### src/hw/rtl/xyzc_pkg.sv
// ----------------------------------------------------------------------------
// xyzc_pkg
// Shared widths, register indexes and controller/datapath command types.
// ----------------------------------------------------------------------------
package xyzc_pkg;

    localparam int NumRegs      = 8;
    localparam int RegW         = 16;
    localparam int PixW         = 20;
    localparam int CoefW        = 40;
    localparam int CoefFracBits = 24;
    localparam int RowW         = 35;
    localparam int NormW        = 54;
    localparam int NumW         = 53;
    localparam int QuoW         = 39;
    localparam int DivSteps     = QuoW + 1;
    localparam int AccW         = 64;

    localparam logic [CoefW-1:0] CoefLimit = {1'b0, {(CoefW-1){1'b1}}};

    typedef enum logic [2:0] {
        REG_RED_X   = 3'd0,
        REG_RED_Y   = 3'd1,
        REG_GREEN_X = 3'd2,
        REG_GREEN_Y = 3'd3,
        REG_BLUE_X  = 3'd4,
        REG_BLUE_Y  = 3'd5,
        REG_WHITE_X = 3'd6,
        REG_WHITE_Y = 3'd7
    } reg_idx_t;

    localparam logic [RegW-1:0] RegDefaults [NumRegs] = '{
        16'd42598, 16'd21627, 16'd19661, 16'd39322,
        16'd9830,  16'd3932,  16'd20493, 16'd21569
    };

    // controller -> datapath
    typedef struct packed {
        logic       rows_load;   // register cross products
        logic       norm_load;   // register white dot product of row
        logic       div_start;   // start coefficient division
        logic       div_step;    // one restoring step
        logic       coef_store;  // write quotient into matrix
        logic [1:0] row_sel;
        logic [1:0] col_sel;
        logic       pix_load;    // capture pixel
        logic       mul_go;      // products register
        logic       sum_go;      // sum and shift register
    } dp_cmd_t;

    // datapath -> controller
    typedef struct packed {
        logic white_y_zero;
        logic norm_zero;
        logic div_sat;
    } dp_stat_t;

endpackage

### src/hw/rtl/xyzc_ctrl.sv
// ----------------------------------------------------------------------------
// xyzc_ctrl
// Sequencer: matrix build on demand, pixel pass and output handshake.
// ----------------------------------------------------------------------------
module xyzc_ctrl (
    input  logic                clk,
    input  logic                rst_n,
    input  logic                cfg_hit,
    input  logic                in_valid,
    output logic                in_ready,
    output logic                out_valid,
    input  logic                out_ready,
    output logic                out_degen,
    output xyzc_pkg::dp_cmd_t   cmd,
    input  xyzc_pkg::dp_stat_t  stat
);

    typedef enum logic [3:0] {
        ST_IDLE, ST_ROWS, ST_NORM, ST_CHK, ST_DSTART, ST_DIV, ST_STORE,
        ST_MUL, ST_SUM, ST_OUT
    } state_t;

    state_t     state_reg;
    logic       ready_reg;
    logic       bad_reg;
    logic [1:0] row_reg;
    logic [1:0] col_reg;
    logic [5:0] cnt_reg;
    logic       ovalid_reg;
    logic       odeg_reg;

    logic accept;
    logic sum_ok;
    assign accept    = in_valid && in_ready;
    assign in_ready  = (state_reg == ST_IDLE);
    // result register free, or being taken this cycle
    assign sum_ok    = !ovalid_reg || out_ready;
    assign out_valid = ovalid_reg;
    assign out_degen = odeg_reg;

    always_comb
    begin
        cmd = '0;
        cmd.row_sel = row_reg;
        cmd.col_sel = col_reg;
        cmd.pix_load   = accept;
        cmd.rows_load  = (state_reg == ST_ROWS);
        cmd.norm_load  = (state_reg == ST_NORM);
        cmd.div_start  = (state_reg == ST_DSTART);
        cmd.div_step   = (state_reg == ST_DIV);
        cmd.coef_store = (state_reg == ST_STORE);
        cmd.mul_go     = (state_reg == ST_MUL);
        cmd.sum_go     = (state_reg == ST_SUM) && sum_ok;
    end

    // state and registered outputs
    always_ff @(posedge clk or negedge rst_n)
    begin
        if (!rst_n)
        begin
            state_reg  <= ST_IDLE;
            ready_reg  <= 1'b0;
            bad_reg    <= 1'b0;
            row_reg    <= '0;
            col_reg    <= '0;
            cnt_reg    <= '0;
            ovalid_reg <= 1'b0;
            odeg_reg   <= 1'b0;
        end
        else
        begin
            if (ovalid_reg && out_ready)
                ovalid_reg <= 1'b0;
            if (cfg_hit)
                ready_reg <= 1'b0;
            unique case (state_reg)
                ST_IDLE:
                begin
                    if (accept)
                    begin
                        if (ready_reg)
                            state_reg <= ST_MUL;
                        else
                        begin
                            row_reg   <= '0;
                            col_reg   <= '0;
                            state_reg <= ST_ROWS;
                        end
                    end
                end
                ST_ROWS:   state_reg <= ST_NORM;
                ST_NORM:   state_reg <= ST_CHK;
                ST_CHK:
                begin
                    if (stat.white_y_zero || stat.norm_zero)
                    begin
                        bad_reg   <= 1'b1;
                        ready_reg <= 1'b1;
                        state_reg <= ST_MUL;
                    end
                    else
                    begin
                        col_reg   <= '0;
                        state_reg <= ST_DSTART;
                    end
                end
                ST_DSTART:
                begin
                    cnt_reg   <= '0;
                    state_reg <= ST_DIV;
                end
                ST_DIV:
                begin
                    cnt_reg <= cnt_reg + 6'd1;
                    if (cnt_reg == 6'(xyzc_pkg::DivSteps - 1))
                        state_reg <= ST_STORE;
                end
                ST_STORE:
                begin
                    if (col_reg != 2'd2)
                    begin
                        col_reg   <= col_reg + 2'd1;
                        state_reg <= ST_DSTART;
                    end
                    else if (row_reg != 2'd2)
                    begin
                        row_reg   <= row_reg + 2'd1;
                        state_reg <= ST_NORM;
                    end
                    else
                    begin
                        bad_reg   <= 1'b0;
                        ready_reg <= 1'b1;
                        state_reg <= ST_MUL;
                    end
                end
                ST_MUL:    state_reg <= ST_SUM;
                // hold while the previous result still waits
                ST_SUM:
                begin
                    if (sum_ok)
                        state_reg <= ST_OUT;
                end
                ST_OUT:
                begin
                    ovalid_reg <= 1'b1;
                    odeg_reg   <= bad_reg;
                    state_reg  <= ST_IDLE;
                end
                default:   state_reg <= ST_IDLE;
            endcase
        end
    end

    a_no_accept_busy: assert property (@(posedge clk) disable iff (!rst_n)
        (state_reg != ST_IDLE) |-> !in_ready)
        else $error("input taken while busy");
    a_out_from_out: assert property (@(posedge clk) disable iff (!rst_n)
        $rose(ovalid_reg) |-> $past(state_reg) == ST_OUT)
        else $error("result raised outside output step");
    a_div_len: assert property (@(posedge clk) disable iff (!rst_n)
        (state_reg == ST_STORE) |-> $past(state_reg) == ST_DIV)
        else $error("store without divide");
    a_sum_hold: assert property (@(posedge clk) disable iff (!rst_n)
        (ovalid_reg && !out_ready) |-> !cmd.sum_go)
        else $error("waiting result overwritten");

endmodule

### config.mk
export PLATFORM = sky130hd
export DESIGN_NAME = xyzc_ctrl
export DESIGN_NICKNAME = d
export VERILOG_FILES = /design/src/hw/rtl/xyzc_pkg.sv /design/src/hw/rtl/xyzc_ctrl.sv
export SDC_FILE = /design/constraint.sdc
export NUM_CORES = 1
export LEC_CHECK = 0
export ABC_AREA = 1
export BUFFER_PORTS_ARGS = -buffer_cell sky130_fd_sc_hd__buf_4
export CORE_UTILIZATION = 57
export CTS_CLUSTER_SIZE = 8
export DETAILED_ROUTE_END_ITERATION = 6
export GPL_TIMING_DRIVEN = 0
export PLACE_DENSITY = 0.85
export SLEW_MARGIN = 5
export SYNTH_ARGS = -nofsm -noshare
export SYNTH_HDL_FRONTEND = slang
export SYNTH_SLANG_ARGS = --single-unit
### constraint.sdc
create_clock -name clk -period 3.6 [get_ports clk]
set_input_delay 0.18 -clock clk [delete_from_list [all_inputs] [get_ports clk]]
set_output_delay 0.18 -clock clk [all_outputs]
set_load 0.01 [all_outputs]
==> results of run 1 <==
## cell type report
| class | instances | area, µm² | share of cell area [%] |
|---|---|---|---|
| Multi-Input combinational cell | 95 | 508 | 39.0 |
| Sequential cell | 18 | 450 | 34.6 |
| Timing Repair Buffer | 22 | 168 | 12.9 |
| Inverter | 27 | 101 | 7.78 |
| Clock buffer | 4 | 36.3 | 2.79 |
| Tap cell | 25 | 31.3 | 2.40 |
| Buffer | 1 | 7.51 | 0.576 |
## per-stage QoR
step,total power [µW],worst slack (ns)
after global placement,773,2.21
after CTS,920,1.89
final,917,1.88
after floorplan,640,2.35
after detailed placement,792,2.21
after global routing,989,1.82
## routing by layer
metal	part of all wire, %	vias up	track usage, %
met5	0	-	0
met4	1.5	0	13.3
met3	4.9	5	5.60
met2	52	24	44.3
met1	42	501	28.8
li1	-	506	-
## power groups by stage
stage	clock (µW)	sequential (µW)	combinational, µW
after floorplan	0	309	331
after global placement	0	310	462
after detailed placement	0	314	478
after CTS	130	309	480
after global routing	139	316	535
final	129	310	478
## repair_timing
action,4_1_cts,5_1_grt
setup buffers,0,0
hold endpoints to repair,18,0
hold buffers,1,0
## kinds of logic (layout without fill, tap and decap cells)
kind of cell / after synthesis / in the layout / synth area share, %
compound gates: 21 / 21 / 12.0
fa+ha+maj: 3 / 3 / 3.52
buf+inv: 28 / 54 / 10.2
flops: 18 / 18 / 42.2
simple gates: 71 / 71 / 32.1
## worst max-delay path: stages (launching register included)
cell and delay [ns]:
dfrtp_1 0.48, nor2_4 0.25, nand2_1 0.18, inv_1 0.18, buf_4 0.15
## worst paths after layout
| check | from | end | cells past startpoint |
|---|---|---|---|
| max | state_reg[3] | cmd[8] | 4 |
| min | out_ready | out_valid | 2 |
| max reg2reg | state_reg[3] | col_reg[0] | 6 |
| min reg2reg | out_degen | out_degen | 2 |
| max in group asynchronous | rst_n | cnt_reg[4] | 2 |
| min in group asynchronous | rst_n | bad_reg | 2 |
## cells in the final DEF (no fill, tap or decap), drive strengths merged
| cell | synthesis | layout |
|---|---|---|
| o21a | 1 | 1 |
| nand3b | 2 | 2 |
| o21bai | 2 | 2 |
| o21ai | 11 | 11 |
| a22o | 1 | 1 |
| dfrtp | 18 | 18 |
| buf | 1 | 22 |
| o31ai | 1 | 1 |
| clkbuf | 0 | 4 |
| nand2 | 34 | 34 |
| ha | 3 | 3 |
| a21oi | 1 | 1 |
| nand3 | 13 | 13 |
| dlygate4sd3 | 0 | 1 |
| o211ai | 3 | 3 |
| o22ai | 1 | 1 |
| nor2 | 17 | 17 |
| or2 | 1 | 1 |
| inv | 27 | 27 |
| nand4 | 4 | 4 |
==> results.toml, run 1 <==
[outcome]
outcome = "finished, final reports clean"

[die]
chipHeight_um = 45.3
rows = 15
core_area_um2 = 1750
ioPinCount = 23
die_x_um = 45.3
die_area_um2 = 2050
start_util_pct = 61.1

[worst_setup_path]
cp.arrival_ns = 1.54
critPathLaunchType = "flop"
criticalPathCategory = "flop to primary output"
critical_path.max_fanout = 8
endpoint_kind = "primary output"
required_ns = 3.42
r2r_setup_slack_ns = 2.19

[placement]
gp_congestion = 0.850
place_inst = 187
place.port_buffers = 21
dpl_cell_area_um2 = 1260
place_hpwl_um = 1760

[clock_tree]
clock_sink_count = 18
root_buffer = "clkbuf_4"
cts_tree = "done"
cts_made_buffers = 3
ctsResizeCount = 0
cts_buffer_depth = 2
htree_levels = 1
clk_pin_slew_ns = 0.11
clkLatencyLatePin_ns = 0.30

[power_and_ir_drop]
leakagePower_uw = 0.000727
power_density_nw_per_um2 = 704
power.share.combinational_pct = 52.2
intPower_uw = 505
p_switching_uw = 412
p_sw_share_pct = 45.0
p_seq_share_pct = 33.8
pwr-share-clk_pct = 14.0
vdd_drop_max_uv = 449

[finish]
diodes = 0
num-fill-cells = 143
utilization_pct = 74.6
finalNonFillerCells = 192
final_nets = 179
largest_register_ffs = 6
syn2layout_area_growth_pct = 22.0
final_area_um2 = 1300
drive_above_1_share_pct = 21.6

[synth]
synthCells = 141
netlist_area_um2 = 1070
yosysSeqAreaShare_pct = 42.2
synth_top_area_share_pct = 42.2
synthTopCellsByArea = "dfrtp_1, nand2_1, inv_1"
yosys-top-cells-count = "nand2_1, inv_1, dfrtp_1"
synth.net_count = 152
postSynthAreaPerCell_um2 = 7.57
async_flop_share_pct = 100
ys_ff_latch = 18
yosys.area.top_type = "dfrtp_1"
yosysWarnings = 0
synth_edf_count = 0
synth-main-ff-cell = "dfrtp_1"
yosysUniqueCellTypes = 25
yosysMostFrequentCell = "nand2_1"

[routing]
drcViolationCount = 0
drtPass1Iterations = 4
dr_total_vias = 1036
vias_per_cell = 5.40
ant_nets = 0
wl_per_cell_um = 11.7
drt_iter0_drc = 32
finalWirelength_um = 2250

[sta]
tns_ns = 0
finalHoldViolations = 0
fin_worst_hold_slack_ns = 0.0671
finalCriticalPeriod_ns = 1.72
setup-violations-final = 0
tightest_slew_ns = 0.389
max_freq_mhz = 581
skew_ns = 0.00760
relSlewSlack_pct = 74.0
fin_crit_sh_pct = 47.8
slew_violations = 0
rsz0062_at_grt = "no"

[min_path]
hold_class = "input port to flop"

[grt]
globalRouteTotalUtil_pct = 25.4
antenna_found_initial = 0
grt_max_degree = 19
grt_pass1_wl_um = 3710
globalRoute.totalOverflow = 0
grt_pass1_vias = 956

[job]
cap_violations = 0
Note: power is estimated with default switching activity, not from simulation.
==> run 2, diff against run 1 <==
CORE_UTILIZATION = 53   (was 57)
PLACE_DENSITY = 0.8   (was 0.85)
clock period = 1.8 ns   (was 3.6 ns; I/O delays follow)
==> run 2 against run 1 <==
  * Clock-buffer cell count unchanged
  * Final cell count up 1.0%
  * Clock skew up 0.0043 ns
  * Register-to-register slack worse by 1.9 ns
  * Critical path type unchanged
  * Largest cell class unchanged
  * Largest power group unchanged
==> results.toml, run 2 (same netlist as run 1, synthesis figures left out) <==
[placement]
place_hpwl_um = 1790
dpl_cell_area_um2 = 1260
gp_congestion = 0.837
place_ws_ns = 0.359
place.port_buffers = 21

[clock_tree]
htree_levels = 1
clk_pin_slew_ns = 0.12
ctsResizeCount = 0
cts_made_buffers = 3
clock_sink_count = 18
cts_tree = "done"
cts_setup_buffers = 0
postCtsHoldBufs = 3
clkLatencyLatePin_ns = 0.30
cts_buffer_depth = 2
root_buffer = "clkbuf_4"

[finish]
final_nets = 181
final_cell_mix = "nand2_1, inv_1, buf_4"
drive_above_1_share_pct = 21.3
largest_register_ffs = 6
final_common_cell = "nand2_1"
syn2layout_area_growth_pct = 23.9
final_area_um2 = 1320
diodes = 0

[power_and_ir_drop]
leakagePower_uw = 0.000735
intPower_uw = 1010
p_switching_uw = 844
vdd_drop_max_uv = 953
power.share.combinational_pct = 52.8
pwr-share-clk_pct = 13.8
p_sw_share_pct = 45.5
power_density_nw_per_um2 = 1400
p_seq_share_pct = 33.4

[routing]
dr_wl_met3_um = 75
wl_met2_um = 1190
vias_per_cell = 5.18
top_layer = "met4"
dr_total_vias = 1004
drcViolationCount = 0
wl_per_cell_um = 11.9
drt_iter0_drc = 24
met1Wirelength_um = 1040
drtPass1Iterations = 4
ant_nets = 0
finalWirelength_um = 2320

[worst_setup_path]
cpPeakStageDelay_ns = 0.49
endpoint_kind = "primary output"
criticalPathCategory = "flop to primary output"
cp.arrival_ns = 1.54
critical_path.max_fanout = 8
worstPathCellList = "nor2_4 -> nand2_1 -> inv_1 -> buf_4"
required_ns = 1.71
cpMaxStageDelayCell = "dfrtp_1"
cp_top_family = "flip-flops"
cp_num_buf_inv = 2
critPathLaunchType = "flop"

[sta]
fin_crit_sh_pct = 90.7
tightest_slew_ns = 0.378
tns_ns = 0
fin_worst_hold_slack_ns = 0.179
finalWorstSetupSlack_ns = 0.168
max_freq_mhz = 613
rsz0062_at_grt = "no"
finalHoldViolations = 0
skew_ns = 0.0119
relSlewSlack_pct = 74.7
slew_violations = 0
finalCriticalPeriod_ns = 1.63
setup-violations-final = 0

[die]
ioPinCount = 23
core_area_um2 = 1800
chipHeight_um = 46.9
die_area_um2 = 2200
die_x_um = 46.9
rows = 15
start_util_pct = 59.2

[grt]
antenna_found_initial = 0
globalRouteTotalUtil_pct = 23.9
grt_pass1_wl_um = 3660
grt_pass1_vias = 866
globalRoute.totalOverflow = 0
grt_max_degree = 19

[outcome]
outcome = "finished, final reports clean"

[min_path]
hold_class = "input port to async pin"

[job]
cap_violations = 0
run 2: changes by cell type in the layout (fill, tap and decap cells not counted), sizes merged:
cell         delta
dlygate4sd3     +2
run 2: area by class of cell:
cell class	count	area, µm²
Clock buffer	4	36.3
Tap cell	25	31.3
Timing Repair Buffer	24	188
Inverter	27	101
Multi-Input combinational cell	95	508
Buffer	1	7.51
Fill cell	151	479
Sequential cell	18	450
run 2: metal layers:
metal | global-route usage (%) | vias to the layer above
met5 | 0 | -
met4 | 6.86 | 0
met3 | 3.46 | 2
met2 | 42.5 | 20
met1 | 30.2 | 472
li1 | - | 510
run 2: final timing paths:
kind                         startpoint           end  slack, ns  depth (start not counted)
min in group clk               in_valid  state_reg[0]       0.24                          5
max in group asynchronous         rst_n    cnt_reg[4]       1.41                          2
setup / recovery           state_reg[3]        cmd[8]       0.17                          4
hold reg to reg               out_degen     out_degen       0.51                          2
setup reg to reg           state_reg[3]    col_reg[0]       0.31                          6
hold / removal                    rst_n  state_reg[3]       0.18                          2
run 2: metrics by stage:
step,total power (µW),util [%],std cells
4_1_cts,1860,73.4,194
2_1_floorplan,1280,-,141
3_3_place_gp,1550,69.7,187
3_5_place_dp,1600,69.7,187
5_1_grt,2010,73.4,194
6_report,1860,73.4,194
run 2: power groups by stage:
stage	logic, µW	clock network (µW)	registers [µW]
floorplan	662	0	618
global placement	924	0	622
detailed placement	971	0	626
CTS	979	258	618
global route	1100	280	630
finish	980	256	619
==> run 3, diff against run 2 <==
CELL_PAD_IN_SITES_DETAIL_PLACEMENT = 1   (was default)
CELL_PAD_IN_SITES_GLOBAL_PLACEMENT = 2   (was default)
CORE_ASPECT_RATIO = 1.75   (was default)
CORE_UTILIZATION = 29   (was 53)
PLACE_DENSITY = 0.78   (was 0.8)
TNS_END_PERCENT = 30   (was default)
==> run 3 against run 2 <==
  * Sequential share of layout area fell by 0.26 points
  * First-iteration DRC count down 75%
  * Worst setup slack improved by 0.032 ns
  * Cell area is 0.76% higher
  * Utilization is 35 points lower
  * Clock-buffer cell count shrank 1
  * Critical path type unchanged
  * Largest power group unchanged
  * Highest routed layer unchanged
==> results.toml, run 3 (same netlist as run 1, synthesis figures left out) <==
[outcome]
outcome = "finished, final reports clean"

[sta]
relSlewSlack_pct = 70.0
skew_ns = 0.00397
tns_ns = 0
setup-violations-final = 0
max_freq_mhz = 625
slew_violations = 0
finalHoldViolations = 0
tightest_slew_ns = 0.449
fin_crit_sh_pct = 88.9
finalCriticalPeriod_ns = 1.60
rsz0062_at_grt = "no"

[finish]
largest_register_ffs = 6
final_cell_mix = "nand2_1, inv_1, buf_4"
diodes = 0
utilization_pct = 38.8
syn2layout_area_growth_pct = 24.9
drive_above_1_share_pct = 21.1
final_nets = 179
final_common_cell = "nand2_1"

[routing]
wl_per_cell_um = 13.9
drtPass1Iterations = 2
ant_nets = 0
vias_per_cell = 4.88
finalWirelength_um = 2930
drcViolationCount = 0
dr_total_vias = 1030
drt_iter0_drc = 6

[placement]
place.port_buffers = 21
gp_congestion = 0.718
place_hpwl_um = 2410

[clock_tree]
clk_pin_slew_ns = 0.07
cts_tree = "done"
clkLatencyLatePin_ns = 0.25
ctsResizeCount = 0
cts_setup_buffers = 0
cts_buffer_depth = 2
htree_levels = 1
root_buffer = "clkbuf_8"
cts_made_buffers = 3
clock_sink_count = 18

[grt]
globalRouteTotalUtil_pct = 16.7
grt_pass1_vias = 1137
globalRoute.totalOverflow = 0
antenna_found_initial = 0
grt_max_degree = 19
grt_pass1_wl_um = 4710

[die]
die_x_um = 47.9
chipHeight_um = 82.3
core_area_um2 = 3430
start_util_pct = 31.1
ioPinCount = 23
die_area_um2 = 3940
rows = 28

[worst_setup_path]
cp.arrival_ns = 1.51
criticalPathCategory = "flop to primary output"
required_ns = 1.71
r2r_cells = 6
r2r_end = "col_reg[0]"
critical_path.max_fanout = 8
critPathLaunchType = "flop"
reg2reg_from = "state_reg[3]"
endpoint_kind = "primary output"
r2r_setup_slack_ns = 0.33

[power_and_ir_drop]
leakagePower_uw = 0.000727
power_density_nw_per_um2 = 1430
vdd_drop_max_uv = 714

[job]
cap_violations = 0

[min_path]
min_from = "out_ready"
hold_class = "input port to flop"
min_path_cells = 2
holdPathEnd = "out_valid"
-- run 3: repair_timing --
item                                    in CTS  in global routing
hold buffers                                 1                  0
endpoints found under the setup margin       0                  0
hold endpoints to repair                    18                  0
-- run 3: metrics by stage --
step | area [µm²] | cells | hold WS (ns) | total power (µW) | setup slack, ns
after floorplan | 1070 | 141 | -0.206 | 1280 | 0.551
after global placement | 1280 | 207 | -0.0201 | 1600 | 0.387
after detailed placement | 1280 | 207 | -0.0148 | 1650 | 0.340
after CTS | 1330 | 211 | 0.0341 | 1950 | 0.183
after global routing | 1330 | 211 | 0.0404 | 2090 | 0.0992
final | 1330 | 211 | 0.0375 | 1910 | 0.200
-- run 3: critical path, cell delays in order, from the launching register on --
cell     delay [ns]
dfrtp_1        0.47
nor2_4         0.25
nand2_1        0.18
inv_1          0.19
buf_4          0.15
-- run 3: how the worst max path moves through the flow --
stage	from	end	slack (ns)	cells past startpoint
after floorplan	col_reg[0]	row_reg[1]	0.55	7
after global placement	state_reg[3]	col_reg[1]	0.39	6
after detailed placement	state_reg[0]	row_reg[1]	0.34	5
after CTS	state_reg[3]	cmd[8]	0.18	4
after global routing	state_reg[3]	cmd[8]	0.1	4
final	state_reg[3]	cmd[8]	0.20	4
-- run 3: metal layers --
layer  track usage [%]  routed length [µm]  part of all wire [%]
met1              16.6                1060                    36
met2              32.4                1770                    60
met3              2.17                  67                   2.3
met4              6.11                  35                   1.2
met5                 0                   0                     0
-- run 3: final cells by class --
class	count	area (µm²)
plain buffers	1	7.51
clock buffers	3	41.3
fillers	462	2100
inverters	27	101
multi-input cells	95	508
flip-flops and latches	18	450
well taps	45	56.3
repair buffers	22	168
-- run 3: where the power goes --
part,internal (µW),switching [µW],total (µW)
combinational,373,626,999
clock,149,136,285
sequential,515,110,624
total,1040,872,1910
